### config.mk
export PLATFORM = sky130hd
export DESIGN_NAME = bpc_scale
export DESIGN_NICKNAME = d
export VERILOG_FILES = /design/src/bpc_pkg.sv /design/src/bpc_scale.sv
export SDC_FILE = /design/constraint.sdc
export NUM_CORES = 1
export LEC_CHECK = 0
export BUFFER_PORTS_ARGS = -buffer_cell sky130_fd_sc_hd__clkbuf_2
export CORE_MARGIN = 2
export CORE_UTILIZATION = 50
export DETAILED_ROUTE_END_ITERATION = 6
export PLACE_DENSITY = 0.78
export SKIP_LAST_GASP = 1
export SLEW_MARGIN = 30
export SYNTH_ARGS = -nofsm -noshare
export SYNTH_HDL_FRONTEND = slang
export SYNTH_SLANG_ARGS = --single-unit
### constraint.sdc
create_clock -name clk -period 42.8 [get_ports clk]
set_clock_uncertainty 0.15 [all_clocks]
set_input_delay 4.28 -clock clk [delete_from_list [all_inputs] [get_ports clk]]
set_output_delay 4.28 -clock clk [all_outputs]
set_load 0.02 [all_outputs]
### src/bpc_pkg.sv
`timescale 1ns / 1ps
// ----------------------------------------------------------------------------
// bpc_pkg
// Shared types, constants and helper functions of the barometer
// compensation pipeline.
// ----------------------------------------------------------------------------
package bpc_pkg;

    // fixed point and field widths
    localparam int FRAC      = 26;
    localparam int RAW_W     = 24;
    localparam int SC_W      = 32;
    localparam int TEMP_W    = 32;
    localparam int PRES_W    = 40;
    localparam int ALT_W     = 40;
    localparam int CFG_W     = 40;

    // long division: quotient bits handled per stage and number of stages
    localparam int DIV_W      = 40;
    localparam int DIV_STEPS  = 8;
    localparam int DIV_STAGES = DIV_W / DIV_STEPS;
    localparam int SCALE_ST   = DIV_STAGES + 2;

    // Q.26 multiplier widths
    localparam int MQ_AW = 56;
    localparam int MQ_OW = 60;
    localparam int SUM_W = 62;

    // pipeline layout
    localparam int POLY_ST    = 9;
    localparam int ALT_ST     = 2;
    localparam int NUM_STAGES = SCALE_ST + POLY_ST + ALT_ST;

    // altitude constants: reference pressure in 1/16 Pa, 0.07874 in Q.24
    localparam logic [20:0] REF_P16 = 21'd1632000;
    localparam logic [20:0] ALT_K   = 21'd1321038;

    // configuration register indexes
    typedef enum logic [2:0] {
        CFG_P_RATE,
        CFG_T_RATE,
        CFG_C0_C1,
        CFG_C00_C10,
        CFG_C01_C11,
        CFG_C20_C21,
        CFG_C30
    } cfg_index_t;

    // unpacked calibration coefficients
    typedef struct packed {
        logic signed [11:0] c0;
        logic signed [11:0] c1;
        logic signed [19:0] c00;
        logic signed [19:0] c10;
        logic signed [15:0] c01;
        logic signed [15:0] c11;
        logic signed [15:0] c20;
        logic signed [15:0] c21;
        logic signed [15:0] c30;
    } coef_t;

    // scale factor is (2^(code+1) - 1) * 2^e, e = 19 for codes 0..3, 13 otherwise
    function automatic logic [7:0] rate_divisor(logic [2:0] code);
        rate_divisor = 8'((9'd2 << code) - 9'd1);
    endfunction

    // left shift that takes the sample to Q.26 over 2^e
    function automatic logic [3:0] rate_shift(logic [2:0] code);
        rate_shift = code[2] ? 4'd13 : 4'd7;
    endfunction

endpackage

### src/bpc_scale.sv
`timescale 1ns / 1ps
// ----------------------------------------------------------------------------
// bpc_scale
// Scales a raw sample by the reciprocal of its oversampling factor into
// Q5.26, rounded half away from zero, with saturation. Pipelined long
// division by the odd mantissa of the factor.
// ----------------------------------------------------------------------------
module bpc_scale (
    input  logic                                clk,
    input  logic [bpc_pkg::SCALE_ST-1:0]        ld,
    input  logic signed [bpc_pkg::RAW_W-1:0]    raw,
    input  logic [2:0]                          code,
    output logic signed [bpc_pkg::SC_W-1:0]     sc,
    output logic                                sat
);

    localparam int DW  = bpc_pkg::DIV_W;
    localparam int NDS = bpc_pkg::DIV_STAGES;

    logic [DW-1:0]             w_reg   [0:NDS];
    logic [7:0]                rem_reg [0:NDS];
    logic [7:0]                m_reg   [0:NDS];
    logic                      neg_reg [0:NDS];
    logic [bpc_pkg::RAW_W-1:0] mag;
    logic [7:0]                m_next;
    logic [DW-1:0]             w_next;
    logic signed [bpc_pkg::SC_W-1:0] sc_reg;
    logic signed [bpc_pkg::SC_W-1:0] sc_next;
    logic                      sat_reg;
    logic                      sat_next;
    logic [DW-1:0]             q;

    // restoring division, eight quotient bits
    function automatic logic [DW+7:0] div_step(logic [7:0] rem_in, logic [DW-1:0] w_in,
                                               logic [7:0] dv);
        logic [8:0]    r;
        logic [7:0]    rc;
        logic [DW-1:0] x;
        rc = rem_in;
        x  = w_in;
        for (int i = 0; i < bpc_pkg::DIV_STEPS; i++)
        begin
            r = {rc, x[DW-1]};
            x = {x[DW-2:0], 1'b0};
            if (r >= {1'b0, dv})
            begin
                r    = r - {1'b0, dv};
                x[0] = 1'b1;
            end
            rc = r[7:0];
        end
        div_step = {rc, x};
    endfunction

    // magnitude, shift to Q.26 and add the rounding half of the divisor
    always_comb
    begin
        mag    = raw[bpc_pkg::RAW_W-1] ? bpc_pkg::RAW_W'(-raw) : bpc_pkg::RAW_W'(raw);
        m_next = bpc_pkg::rate_divisor(code);
        w_next = (DW'(mag) << bpc_pkg::rate_shift(code)) + DW'(m_next[7:1]);
    end

    always_ff @(posedge clk)
    begin
        if (ld[0])
        begin
            w_reg[0]   <= w_next;
            rem_reg[0] <= '0;
            m_reg[0]   <= m_next;
            neg_reg[0] <= raw[bpc_pkg::RAW_W-1];
        end
    end

    // division stages
    for (genvar g = 1; g <= NDS; g++)
    begin : g_div
        always_ff @(posedge clk)
        begin
            if (ld[g])
            begin
                {rem_reg[g], w_reg[g]} <= div_step(rem_reg[g-1], w_reg[g-1], m_reg[g-1]);
                m_reg[g]               <= m_reg[g-1];
                neg_reg[g]             <= neg_reg[g-1];
            end
        end
    end

    // sign and clip to Q5.26
    always_comb
    begin
        q        = w_reg[NDS];
        sat_next = 1'b0;
        if (!neg_reg[NDS])
        begin
            if (q > DW'(40'h7FFF_FFFF))
            begin
                sc_next  = {1'b0, {(bpc_pkg::SC_W-1){1'b1}}};
                sat_next = 1'b1;
            end
            else
            begin
                sc_next = q[bpc_pkg::SC_W-1:0];
            end
        end
        else
        begin
            if (q > DW'(40'h8000_0000))
            begin
                sc_next  = {1'b1, {(bpc_pkg::SC_W-1){1'b0}}};
                sat_next = 1'b1;
            end
            else
            begin
                sc_next = -q[bpc_pkg::SC_W-1:0];
            end
        end
    end

    always_ff @(posedge clk)
    begin
        if (ld[NDS+1])
        begin
            sc_reg  <= sc_next;
            sat_reg <= sat_next;
        end
    end

    assign sc  = sc_reg;
    assign sat = sat_reg;

endmodule

# Word level (Yosys, flattened, before mapping)
# Memory sizes are Yosys's and may differ from the RTL's.
# Cells that the tools add are included.
# op_classes
n_addsub,43
n_lt_le_gt_ge,42
shift,2
n_mux,134
# op_table
cell,count
$mux 8,74
$ge 9x8->1,39
$sub 8x8->8,38
$mux 32,3
$mux 1,55
$add 40x7->40,1
$gt 40x31->1 const B,1
$gt 40x32->1 const B,1
$shl 24x4->40,1
$neg 32->32,1
$mux 24,1
$neg 24->24,1
$ge 1x8->1,1
$shl 2x3->8 const A,1
$sub 1x8->8,1
$sub 8x1->8 const B,1
$mux 4,1
# totals
regBits,305
ramBits,54
input_bits,35
out_inout_bits,33
wordCells,235
mem_count,2
# memory_table
name,words,width,read_ports,rd_ports_with_merged_regs,wr,line_no,text
m_reg,6,8,5,0,6,bpc_scale.sv:22,logic [7:0] m_reg [0:NDS];
neg_reg,6,1,6,0,6,bpc_scale.sv:23,logic neg_reg [0:NDS];

# Depth between registers and ports, before layout
# An unclocked memory read counts as a cell.
# depth
ltp_word,24
ltp_mapped,88
depth_no_buf,85

# Worst setup path after synthesis
# Ideal clock, no wire load.
# synth_path
path_type,reg-to-reg
startpoint,register w_reg[72] (netlist name)
endpoint,register w_reg (netlist bit q[0]) (data pin)
setup_time_ps,259
t_arrival_ps,17373
t_required_ps,42391
setup_slack_ps,25018
path_stages_with_launch,82
path_buffers,7
synth_period_minus_slack_ps,17782
path_cell_list,edfxtp_1 inv_1 ha_1 a211o_1 a21oi_1 o21bai_1 o32a_1 buf_2 xnor2_1 ha_1 ha_1 and3_1 o21ai_0 a31oi_1 a311oi_1 clkbuf_1 inv_1 mux2_2 [... 46 more ...] nand2b_1 a21oi_1 o21ai_0 a21oi_1 nand2_1 mux2_2 clkbuf_1 xnor2_1 ha_1 a211o_1 a21o_1 a21o_1 a21oi_1 nor2b_1 o21ai_0 nand2b_1 a221o_1 a211o_1
# synth_via
elab_chain_cells,2
# synth_lines
item,line_no,text
"start, declared",bpc_scale.sv:20,logic [DW-1:0] w_reg [0:NDS];
"start signal, assigned by index",bpc_scale.sv:81,"{rem_reg[g], w_reg[g]} <= div_step(rem_reg[g-1], w_reg[g-1], m_reg[g-1]);"
$ge 9x8->1,bpc_scale.sv:45,"if (r >= {1'b0, dv})"
$mux 1,bpc_scale.sv:45,
# Every way passes these cells.
# A chain may end at the register's enable or synchronous reset.

==> run_results.csv <==
group,metric,value,unit
route,drc_errors,0,
cts,holdBufCountCts,0,
sta,slew_viol_final,0,
final_layout,area_growth_syn_to_layout,8.563,%
global_routing,grt_pass1_vias,21777,
logic_synthesis,seq_area_frac_synth,34.57,%
cts,clk_latency,540,ps
route,wl_met3,3.665,mm
worst_setup_path,end_kind,"register",
global_routing,track_usage,23.25,%
final_layout,fin_area,0.03027,mm2
sta,rsz0062_at_grt,"false",
final_layout,layout.nets,3250,
sta,fin_crit,20140,ps
logic_synthesis,yosys_warnings,0,
global_routing,grt_max_degree,52,
final_layout,fillers,4743,
worst_setup_path,cp_max_fo,16,
sta,tightest_slew,847.5,ps
logic_synthesis,avgSynthCellArea,10.04,um2
floorplanning,start_util,50.60,%
worst_setup_path,arrival,20290,ps
cts,cts.path.max_buffers,3,
cts,cts_root_buf,"clkbuf_16",
cts,tritoncts,"built",
logic_synthesis,synth_edf_count,321,
sta,final_hold_viol_count,0,
global_routing,antenna_found_initial,0,
floorplanning,die_height,240.1,um
status,status,"finished, final reports clean",
logic_synthesis,post_synth_instance_area,0.02788,mm2
floorplanning,core,0.05509,mm2
route,wl_met1,29.27,mm
route,detail-route-antenna-nets,0,
worst_setup_path,crit_top_cell,"a21oi_1",
cts,cts-buffers-inserted,36,
logic_synthesis,synth_ff_type,"edfxtp_1",
hold_path,min_from,"w_reg[216]$_DFFE_PP_",
worst_setup_path,r2r-start,"w_reg[168]$_DFFE_PP_",
worst_setup_path,cpMaxStageDelayCell,"inv_1",
sta,slew_headroom,42.98,%
floorplanning,boundaryPins,68,
final_layout,largest_reg_flops,200,
final_layout,drive_gt1_share,10.36,%
worst_setup_path,startpoint,"w_reg[168]$_DFFE_PP_",
worst_setup_path,crit_type,"register to register",
final_layout,multi_input_area,0.01736,mm2
job,drv_cap,0,
route,vias,21906,
final_layout,layout_common_cells,"edfxtp_1 (321), ha_1 (317), a21oi_1 (210)",
logic_synthesis,yosysUniqueCellTypes,94,
route,vias_per_cell,6.026,
logic_synthesis,synthArstFlopShare,0,%
cts,post_cts_buffers,0,
route,wl_met2,31.99,mm
route,first_pass_iters,5,
route,wl_per_cell,18.39,um
sta,finalCritPeriodShare,47.07,%
sta,setup_viol,0,
place,globalplace.congestion,0.9737,
final_layout,seqCellArea,0.009639,mm2
place,dpl.hpwl,51.39,mm
floorplanning,fp.dieW,240.1,um
route,wirelength,66.85,mm
floorplanning,die_area,0.05766,mm2
worst_setup_path,slowest_delay,580,ps
logic_synthesis,synth_seq_cells,321,
cts,clkSlewWorstSetupHoldPaths,60,ps
global_routing,overflow,0,
cts,htreeDepth,2,
cts,clock_sinks,321,
place,io_buffers,67,
logic_synthesis,synth_cells,2776,
route,drt_iter0_drc,1525,
worst_setup_path,crit_required,42940,ps
sta,tns,0,ps
global_routing,grt_pass1_wl,109.0,mm
final_layout,utilization,54.94,%
cts,cts_resized,0,
route,maxUsedRoutingLayer,"met4",
place,placed_area,0.02910,mm2
worst_setup_path,start_kind,"register",
final_layout,final_common_cell,"edfxtp_1",
sta,fmax,49.64,MHz
floorplanning,rows,86,
hold_path,worst_hold_path_type,"register to register",
## cells by family after synthesis
| kind of cell | after synthesis | synth area share (%) |
|---|---|---|
| AND/OR/NAND/NOR | 636 | 11.44 |
| buffers and inverters | 235 | 3.317 |
| XOR/XNOR | 277 | 8.702 |
| other | 1 | 0.01345 |
| flip-flops | 321 | 34.57 |
| multiplexers | 159 | 6.184 |
| AO/OA/AOI/OAI | 791 | 18.75 |
| adder cells (fa/ha/maj) | 356 | 17.03 |
## per-stage QoR
step           setup slack, ps  hold slack, ps  std cells
2_1_floorplan            25020           250.3       2784
3_3_place_gp             23640           250.2       3569
3_5_place_dp             23070           254.5       3569
4_1_cts                  22910           264.7       3633
5_1_grt                  20740           272.3       3633
6_report                 22660           266.1       3635
## critical path: cells and delay by family, from the launching register on
family	cells	cell delay [ps]
AND/OR/NAND/NOR	10	2850
flip-flops	1	430
buffers and inverters	2	700
multiplexers	6	2250
adder cells (fa/ha/maj)	8	2650
AO/OA/AOI/OAI	47	10340
XOR/XNOR	2	510
## per-layer routing
metal / GRT usage (%) / vias to the layer above
li1: - / 10572
met1: 30.20 / 10489
met2: 39.88 / 713
met3: 3.031 / 132
met4: 8.018 / 0
met5: 0 / -
## final timing paths
check,end,slack [ps],depth (start not counted)
hold reg to reg,w_reg[184]$_DFFE_PP_,270,0
setup reg to reg,rem_reg[30]$_DFFE_PP_,22660,75
setup / recovery,rem_reg[30]$_DFFE_PP_,22660,75
hold / removal,w_reg[184]$_DFFE_PP_,270,0
## cells in the mapped netlist (all sizes together), types with 41 or more instances
cell type	number	share of area [%]
edfxtp	321	35
nor2	189	2.6
o21bai	72	1.9
inv	189	2.6
nor3	45	0.84
xnor2	191	6.0
nand3	41	0.74
mux2	106	4.3
nand2	142	1.9
mux2i	53	1.9
a21oi	210	3.8
ha	317	14
xor2	86	2.7
o21ai	170	3.1
a21o	79	2.1
## layout make-up
class / instances / area share [%]
diodes: 2 / 0.01654
flip-flops and latches: 321 / 31.85
inverters: 190 / 2.373
clock inverters: 18 / 0.5705
clock buffers: 46 / 3.241
multi-input cells: 2228 / 57.37
well taps: 748 / 3.092
repair buffers: 82 / 1.488
Power is left out: the tool's default activity adds up to more than one toggle a clock period on the data nets, which glitch-free logic cannot reach.
