--- src/bpc_pkg.sv ---
`timescale 1ns / 1ps
// ----------------------------------------------------------------------------
// bpc_pkg
// Shared types, constants and helper functions of the barometer
// compensation pipeline.
// ----------------------------------------------------------------------------
package bpc_pkg;

    // fixed point and field widths
    localparam int FRAC      = 26;
    localparam int RAW_W     = 24;
    localparam int SC_W      = 32;
    localparam int TEMP_W    = 32;
    localparam int PRES_W    = 40;
    localparam int ALT_W     = 40;
    localparam int CFG_W     = 40;

    // long division: quotient bits handled per stage and number of stages
    localparam int DIV_W      = 40;
    localparam int DIV_STEPS  = 8;
    localparam int DIV_STAGES = DIV_W / DIV_STEPS;
    localparam int SCALE_ST   = DIV_STAGES + 2;

    // Q.26 multiplier widths
    localparam int MQ_AW = 56;
    localparam int MQ_OW = 60;
    localparam int SUM_W = 62;

    // pipeline layout
    localparam int POLY_ST    = 9;
    localparam int ALT_ST     = 2;
    localparam int NUM_STAGES = SCALE_ST + POLY_ST + ALT_ST;

    // altitude constants: reference pressure in 1/16 Pa, 0.07874 in Q.24
    localparam logic [20:0] REF_P16 = 21'd1632000;
    localparam logic [20:0] ALT_K   = 21'd1321038;

    // configuration register indexes
    typedef enum logic [2:0] {
        CFG_P_RATE,
        CFG_T_RATE,
        CFG_C0_C1,
        CFG_C00_C10,
        CFG_C01_C11,
        CFG_C20_C21,
        CFG_C30
    } cfg_index_t;

    // unpacked calibration coefficients
    typedef struct packed {
        logic signed [11:0] c0;
        logic signed [11:0] c1;
        logic signed [19:0] c00;
        logic signed [19:0] c10;
        logic signed [15:0] c01;
        logic signed [15:0] c11;
        logic signed [15:0] c20;
        logic signed [15:0] c21;
        logic signed [15:0] c30;
    } coef_t;

    // scale factor is (2^(code+1) - 1) * 2^e, e = 19 for codes 0..3, 13 otherwise
    function automatic logic [7:0] rate_divisor(logic [2:0] code);
        rate_divisor = 8'((9'd2 << code) - 9'd1);
    endfunction

    // left shift that takes the sample to Q.26 over 2^e
    function automatic logic [3:0] rate_shift(logic [2:0] code);
        rate_shift = code[2] ? 4'd13 : 4'd7;
    endfunction

endpackage

--- src/bpc_alt.sv ---
`timescale 1ns / 1ps
// ----------------------------------------------------------------------------
// bpc_alt
// Altitude from compensated pressure: (reference - P) * 0.07874, rounded
// and clipped. Also holds the result register of the pipeline.
// ----------------------------------------------------------------------------
module bpc_alt (
    input  logic                                 clk,
    input  logic [bpc_pkg::ALT_ST-1:0]           ld,
    input  logic signed [bpc_pkg::TEMP_W-1:0]    temp,
    input  logic signed [bpc_pkg::PRES_W-1:0]    pres,
    input  logic                                 sat_in,
    output logic signed [bpc_pkg::TEMP_W-1:0]    temp_out,
    output logic signed [bpc_pkg::PRES_W-1:0]    pres_out,
    output logic signed [bpc_pkg::ALT_W-1:0]     alt_out,
    output logic                                 sat_out
);

    localparam int DFW = bpc_pkg::PRES_W + 2;
    localparam int PW  = 64;
    localparam int AR  = PW - 20;

    logic signed [DFW-1:0] diff;
    logic signed [PW-1:0]  prod_reg;
    logic signed [bpc_pkg::TEMP_W-1:0] temp_reg [0:1];
    logic signed [bpc_pkg::PRES_W-1:0] pres_reg [0:1];
    logic                  sat_reg  [0:1];
    logic [PW-1:0]         amag;
    logic [AR-1:0]         ar;
    logic signed [bpc_pkg::ALT_W-1:0] alt_reg;
    logic signed [bpc_pkg::ALT_W-1:0] alt_next;
    logic                  asat;

    // pressure difference times the altitude factor
    assign diff = $signed(DFW'({1'b0, bpc_pkg::REF_P16})) - DFW'(pres);

    always_ff @(posedge clk)
    begin
        if (ld[0])
        begin
            prod_reg    <= PW'(diff) * $signed(PW'({1'b0, bpc_pkg::ALT_K}));
            temp_reg[0] <= temp;
            pres_reg[0] <= pres;
            sat_reg[0]  <= sat_in;
        end
    end

    // round by 2^20 and clip to the output width
    always_comb
    begin
        amag = prod_reg[PW-1] ? PW'(-prod_reg) : PW'(prod_reg);
        ar   = AR'((amag + (PW'(1) << 19)) >> 20);
        asat = 1'b0;
        if (!prod_reg[PW-1])
        begin
            if (|ar[AR-1:bpc_pkg::ALT_W-1])
            begin
                alt_next = {1'b0, {(bpc_pkg::ALT_W-1){1'b1}}};
                asat     = 1'b1;
            end
            else
            begin
                alt_next = $signed(ar[bpc_pkg::ALT_W-1:0]);
            end
        end
        else
        begin
            if ((|ar[AR-1:bpc_pkg::ALT_W])
                || (ar[bpc_pkg::ALT_W-1] && (|ar[bpc_pkg::ALT_W-2:0])))
            begin
                alt_next = {1'b1, {(bpc_pkg::ALT_W-1){1'b0}}};
                asat     = 1'b1;
            end
            else
            begin
                alt_next = -$signed(ar[bpc_pkg::ALT_W-1:0]);
            end
        end
    end

    always_ff @(posedge clk)
    begin
        if (ld[1])
        begin
            alt_reg     <= alt_next;
            temp_reg[1] <= temp_reg[0];
            pres_reg[1] <= pres_reg[0];
            sat_reg[1]  <= sat_reg[0] | asat;
        end
    end

    assign temp_out = temp_reg[1];
    assign pres_out = pres_reg[1];
    assign alt_out  = alt_reg;
    assign sat_out  = sat_reg[1];

endmodule

--- config.mk ---
export PLATFORM = sky130hd
export DESIGN_NAME = bpc_alt
export DESIGN_NICKNAME = d
export VERILOG_FILES = /design/src/bpc_pkg.sv /design/src/bpc_alt.sv
export SDC_FILE = /design/constraint.sdc
export NUM_CORES = 1
export LEC_CHECK = 0
export BUFFER_PORTS_ARGS = -buffer_cell sky130_fd_sc_hd__buf_2
export CAP_MARGIN = 25
export CORE_MARGIN = 3
export CORE_UTILIZATION = 50
export DETAILED_ROUTE_END_ITERATION = 8
export GPL_TIMING_DRIVEN = 0
export PLACE_DENSITY_LB_ADDON = 0.15
export SLEW_MARGIN = 20
export SYNTH_ARGS = -nofsm -noshare
export SYNTH_HDL_FRONTEND = slang
export SYNTH_SLANG_ARGS = --single-unit
--- constraint.sdc ---
create_clock -name clk -period 14.65 [get_ports clk]
set_clock_uncertainty 0.2 [all_clocks]
set_input_delay 2.93 -clock clk [delete_from_list [all_inputs] [get_ports clk]]
set_output_delay 2.93 -clock clk [all_outputs]
set_load 0.005 [all_outputs]
Word level (Yosys, flattened, before mapping):

Memories as Yosys holds them, arrays and structs flattened.
Index checks and enable logic that the tools add are counted.
W data, S select, Z words.

* add/subtract/negate cells: 4
* $mul: 1
* multiplexer cells: 11
* bitwise logic cells: 1
* reductions and logical operators: 5

Operator list (number)
* $mux W40: 3
* $add A64 B20 Y64 const B: 1
* $mux W64: 1
* $neg A64 Y64: 1
* $mul A41 B21 Y62 const B: 1
* $sub A22 B40 Y41 const A: 1
* $neg A40 Y40: 1
* $reduce_or A39 Y1: 1
* $mux W1: 7
* $reduce_or A5 Y1: 1
* $reduce_or A4 Y1: 1
* $logic_and A1 B1 Y1: 1
* $logic_or A1 B1 Y1: 1
* $or A1 B1 Y1: 1

* output and inout port bits: 113
* bits in writable memories: 146
* memories kept: 3
* bits of input ports: 76
* bits in registers: 103

Memory list
* pres_reg: words 2, width 40, read ports 2, clocked after Yosys merged registers in 0, write ports 2, line bpc_alt.sv:26 `logic signed [bpc_pkg::PRES_W-1:0] pres_reg [0:1];`
* temp_reg: words 2, width 32, read ports 2, clocked after Yosys merged registers in 0, write ports 2, line bpc_alt.sv:25 `logic signed [bpc_pkg::TEMP_W-1:0] temp_reg [0:1];`
* sat_reg: words 2, width 1, read ports 2, clocked after Yosys merged registers in 0, write ports 2, line bpc_alt.sv:27 `logic sat_reg [0:1];`

Depth between registers and ports, before layout:

Gate-level depths: netlist (run 1).

* depth after elaboration: 9
* depth in mapped cells: 37

Worst setup path after synthesis (run 1):

Ideal clock, no wire load.

* path type: input to register
* start: input port pres[0] (netlist bit)
* end: register prod_reg[59] (data pin)
* data arrival time: 10.937 ns
* library setup time: 0.285 ns
* stages on the path: 28
* buffers on the path: 1
* path slack: 3.228 ns
* cells stage by stage: clkbuf_1 or4_1 o31ai_1 and2_1 nor2_1 o21bai_1 nand3_1 or3_1 xor2_1 inv_1 fa_1 inv_1 ha_1 ha_1 fa_1 fa_1 inv_1 fa_1 inv_1 ha_1 a21o_1 a221o_1 a221o_1 a21oi_1 o21ai_0 a31oi_1 o21a_1 o311ai_0

* cells in the longest elaborated chain, start to end: 2

RTL lines
* from (decl): line bpc_alt.sv:11 `input logic signed [bpc_pkg::PRES_W-1:0] pres,`
* $sub A22 B40 Y41: line bpc_alt.sv:35 `assign diff = $signed(DFW'({1'b0, bpc_pkg::REF_P16})) - DFW'(pres);`
* $mul A41 B21 Y62: line bpc_alt.sv:41 `prod_reg <= PW'(diff) * $signed(PW'({1'b0, bpc_pkg::ALT_K}));`
* to (signal assigned): line bpc_alt.sv:41
* to (decl): line bpc_alt.sv:24 `logic signed [PW-1:0] prod_reg;`

Every way passes these cells.
A chain may end at the register's enable or synchronous reset.

Final worst setup path (run 1):

Ends and elaborated chain as after synthesis.

==> flow_summary.ini, run 1 <==
[global_route]
grt_overflow = 0
grtUsageTotal_pct = 22.3
grt_max_degree = 97
grt_pass1_wl_um = 96000
antenna_found_initial = 0
grt_pass1_vias = 18200

[timing]
holdWs_ps = 213
final-hold-violation-count = 0
setup_ws_ps = 1730
max_slew.worst_pin.slew_ps = 978
rsz0062_at_grt = no
fin_crit_sh_pct = 88.2
slew_viol_final = 0
min_period_ps = 12920
maxSlewHeadroom_pct = 34.6
setup_tns_ps = 0
setup_viol = 0
clock.fmax_mhz = 77.4

[synth]
synthArstFlopShare_pct = 0
ys.flop_type = edfxtp_1
synth_area_um2 = 24900
synth.top_cell.area_share_pct = 29.7
yosysTopAreaCell = edfxtp_1
synth.distinct_cells = 95
synth_nets = 2909
synth-seq-cells = 247
syn_avg_cell_area_um2 = 10.5
synth_edf_count = 247
ys_warn_count = 0
synth_area_leaders = edfxtp_1 (30%), fa_1 (18%), ha_1 (11%)
netlist_instances = 2383
seq_area_frac_synth_pct = 29.7

[critical_path]
critPathTopFamily = compound AO/OA/AOI/OAI gates
crit_arrival_ps = 13000
worst_path_max_delay_cell = or4_1
r2r_end = alt_out[33]
worstPathRequired_ps = 14720
critPathMaxFanout = 9
cp_num_buf_inv = 6
reg2reg_slack_ps = 5590
cp-start-kind = input port
critPathMaxStageDelay_ps = 680
crit_path_end_kind = flop
crit-reg2reg-launch = prod_reg[62]
critical_path_class = in2reg
reg2reg_depth = 23

[clocking]
cts_resized = 0
h-tree-depth = 1
postCtsSetupBuffers = 0
clockBufferDepth = 3
hold_buffers = 0
tritoncts = built
clock-sinks = 247
insertion_delay_ps = 580
cts_made_buffers = 28
clkTransAtPathRegs_ps = 60
cts-root-buf = clkbuf_16

[worst_hold_path]
hp-class = reg2reg
min_path_cells = 0
worstHoldStart = pres_reg[0][12]
hold_end = pres_reg[0][52]

[final_layout]
drive_gt1_share_pct = 15.3
final_common_cell = inv_1
largest_register_ffs = 79
diodes = 0
final_cell_mix = inv_1 (340), edfxtp_1 (247), fa_1 (227)
design_area_um2 = 27900
final_nets = 3137
syn2layout_area_growth_pct = 11.9

[placement]
dp_hpwl_um = 47300
pre_cts_ws_ps = 1190
place_area_um2 = 26900
globalplace.congestion = 0.902
io_buffers = 188

[routing]
drc_errors = 0
routed_wl_um = 58000
post_drt_wl_per_cell_um = 17.6
drtIter0Drc = 1169
post_drt_via_cell_ratio = 5.40
first_pass_iters = 6
vias = 17800
ant_nets = 0

[die]
row_count = 81
start_util_pct = 50.7
die_x_um = 229
chipHeight_um = 229
core_um2 = 49200
dieArea_um2 = 52600
ios = 189

[run]
cap_viol_max_count = 0

[status]
status = finished clean
-- cell families after synthesis --
kind of cell    Yosys count  synth area share (%)
flops                   247                  29.7
mux                      30                  1.26
compound gates          414                  11.4
buf+inv                 474                  8.39
fa+ha+maj               450                  29.4
xor+xnor                209                  7.34
simple gates            559                  12.5
-- Yosys cell counts (41+ instances only) --
master / number
o21ai_0: 72
xnor2_1: 121
a21oi_1: 95
ha_1: 223
xor2_1: 88
a21o_1: 41
nor3_1: 46
nor2_1: 111
inv_1: 340
fa_1: 227
nand2_1: 121
buf_4: 73
edfxtp_1: 247
-- layer usage --
| metal | GRT usage [%] | vias up | wire length, um |
|---|---|---|---|
| li1 | - | 8698 | - |
| met1 | 31.7 | 8615 | 27500 |
| met2 | 37.0 | 413 | 26900 |
| met3 | 2.29 | 91 | 2270 |
| met4 | 5.39 | 0 | 1420 |
| met5 | 0 | - | 0 |
-- per-stage QoR --
stage / std cells / util [%]
3_5_place_dp: 3243 / 54.7
2_1_floorplan: 2383 / -
4_1_cts: 3295 / 56.7
6_report: 3297 / 56.8
5_1_grt: 3297 / 56.8
3_3_place_gp: 3235 / 54.4
-- worst max path at each step --
| stage | start | end | slack, ps | cells past startpoint |
|---|---|---|---|---|
| after floorplan | pres[0] | prod_reg[59] | 3230 | 28 |
| after global placement | pres[0] | prod_reg[59] | 1300 | 33 |
| after detailed placement | pres[0] | prod_reg[59] | 1190 | 32 |
| after CTS | pres[0] | prod_reg[59] | 1810 | 32 |
| after global routing | pres[0] | prod_reg[59] | 1080 | 29 |
| final | pres[0] | prod_reg[59] | 1730 | 29 |
-- final cells by class --
type                    count  area, um2
plain buffers             133        815
fillers                  4264      21200
flip-flops and latches    247       7420
repair buffers            198       1100
multi-input cells        1662      15500
well taps                 664        831
inverters                 341       1280
clock inverters            22        305
clock buffers              30        708
Power of run 1 is left out: the tool's default activity adds up to more than one toggle a clock period on the data nets, which glitch-free logic cannot reach.
==> inputs of run 2 (changes only) <==
CORE_UTILIZATION = 35   (was 50)
MAX_ROUTING_LAYER = met4   (was default)
==> flow_summary.ini, run 2 (synthesis results as in run 1) <==
[status]
status = finished clean

[timing]
clock.fmax_mhz = 78.1
max_slew.worst_pin.slew_ps = 1050
setup_tns_ps = 0
setup_ws_ps = 1840
final-hold-violation-count = 0
maxSlewHeadroom_pct = 27.9
fin_crit_sh_pct = 87.4
min_period_ps = 12810
rsz0062_at_grt = no
setup_viol = 0
slew_viol_final = 0

[critical_path]
critPathMaxStageDelay_ps = 660
crit-reg2reg-launch = prod_reg[62]
worstPathRequired_ps = 14750
worst_path_max_delay_cell = or4b_2
critPathMaxFanout = 9
critical_path_class = in2reg
crit_arrival_ps = 12910
cp-start-kind = input port
startpoint = pres[0]
cp_common_cell = inv_1
reg2reg_depth = 24
crit_path_end_kind = flop

[die]
chipHeight_um = 273
die_x_um = 273
ios = 189
core_um2 = 70300
dieArea_um2 = 74500
start_util_pct = 35.5
row_count = 97

[routing]
drtIter0Drc = 930
post_drt_wl_per_cell_um = 17.5
drc_errors = 0
first_pass_iters = 5
routed_wl_um = 62700
post_drt_via_cell_ratio = 4.91
ant_nets = 0
vias = 17600

[worst_hold_path]
hp-class = reg2reg
min_path_cells = 0
worstHoldStart = pres_reg[0][30]

[placement]
place_area_um2 = 27300
globalplace.congestion = 0.886
io_buffers = 188
pre_cts_ws_ps = 1110
dp_hpwl_um = 51400

[final_layout]
final_nets = 3140
multi_input_area_um2 = 15500
final_cell_mix = inv_1 (340), edfxtp_1 (247), fa_1 (227)
final_common_cell = inv_1
seq_area_um2 = 7420
largest_register_ffs = 79
drive_gt1_share_pct = 15.5
design_area_um2 = 28300
syn2layout_area_growth_pct = 13.3
fillers = 6917

[global_route]
grt_max_degree = 99
antenna_found_initial = 1
grt_pass1_vias = 18400
grtUsageTotal_pct = 17.5
grt_pass1_wl_um = 102000
grt_overflow = 0

[clocking]
cts_resized = 0
cts-root-buf = clkbuf_16
cts_made_buffers = 31
clkTransAtPathRegs_ps = 60
clock-sinks = 247
clockBufferDepth = 3
insertion_delay_ps = 610
hold_buffers = 0
tritoncts = built
h-tree-depth = 1
postCtsSetupBuffers = 0

[run]
cap_viol_max_count = 0
run 2: path summary, 6_finish.rpt:
| kind | end | slack, ps |
|---|---|---|
| worst max-delay path | prod_reg[59] | 1840 |
| worst min-delay path | pres_reg[0][70] | 210 |
| worst max register to register | alt_out[30] | 5670 |
| worst min register to register | pres_reg[0][70] | 210 |
run 2: metrics by stage:
| step | hold slack [ps] | utilization, % | instances |
|---|---|---|---|
| floorplan | 200 | - | 2383 |
| global placement | 200 | 38.5 | 3511 |
| detailed placement | 205 | 38.8 | 3519 |
| CTS | 216 | 40.2 | 3575 |
| global route | 221 | 40.2 | 3578 |
| finish | 213 | 40.2 | 3578 |
run 2: per-layer routing:
layer	part of all wire [%]	GRT usage (%)	up-vias	routed length, um
met5	0	-	-	0
met1	47	23.5	8475	29700
met3	3.7	1.73	80	2310
met2	47	28.6	311	29200
li1	-	-	8694	-
met4	2.4	4.27	0	1500
run 2: worst max-delay path, delay by kind of cell:
family / cells / cell delay, ps
adders and majority gates: 8 / 3200
and+or+nand+nor: 6 / 1700
AOI/OAI and AO/OA: 10 / 3260
xor gates and xnor gates: 1 / 650
buffers and inverters: 8 / 1180
run 2: cell type report:
cell class	count	area share, %
Clock buffer	37	2.83
Inverter	341	4.53
Buffer	133	2.88
Clock inverter	19	0.669
Timing Repair Buffer	198	3.91
Antenna cell	1	0.00886
Sequential cell	247	26.2
Multi-Input combinational cell	1662	54.8
Tap cell	940	4.16
Power of run 2 is left out for the same reason.
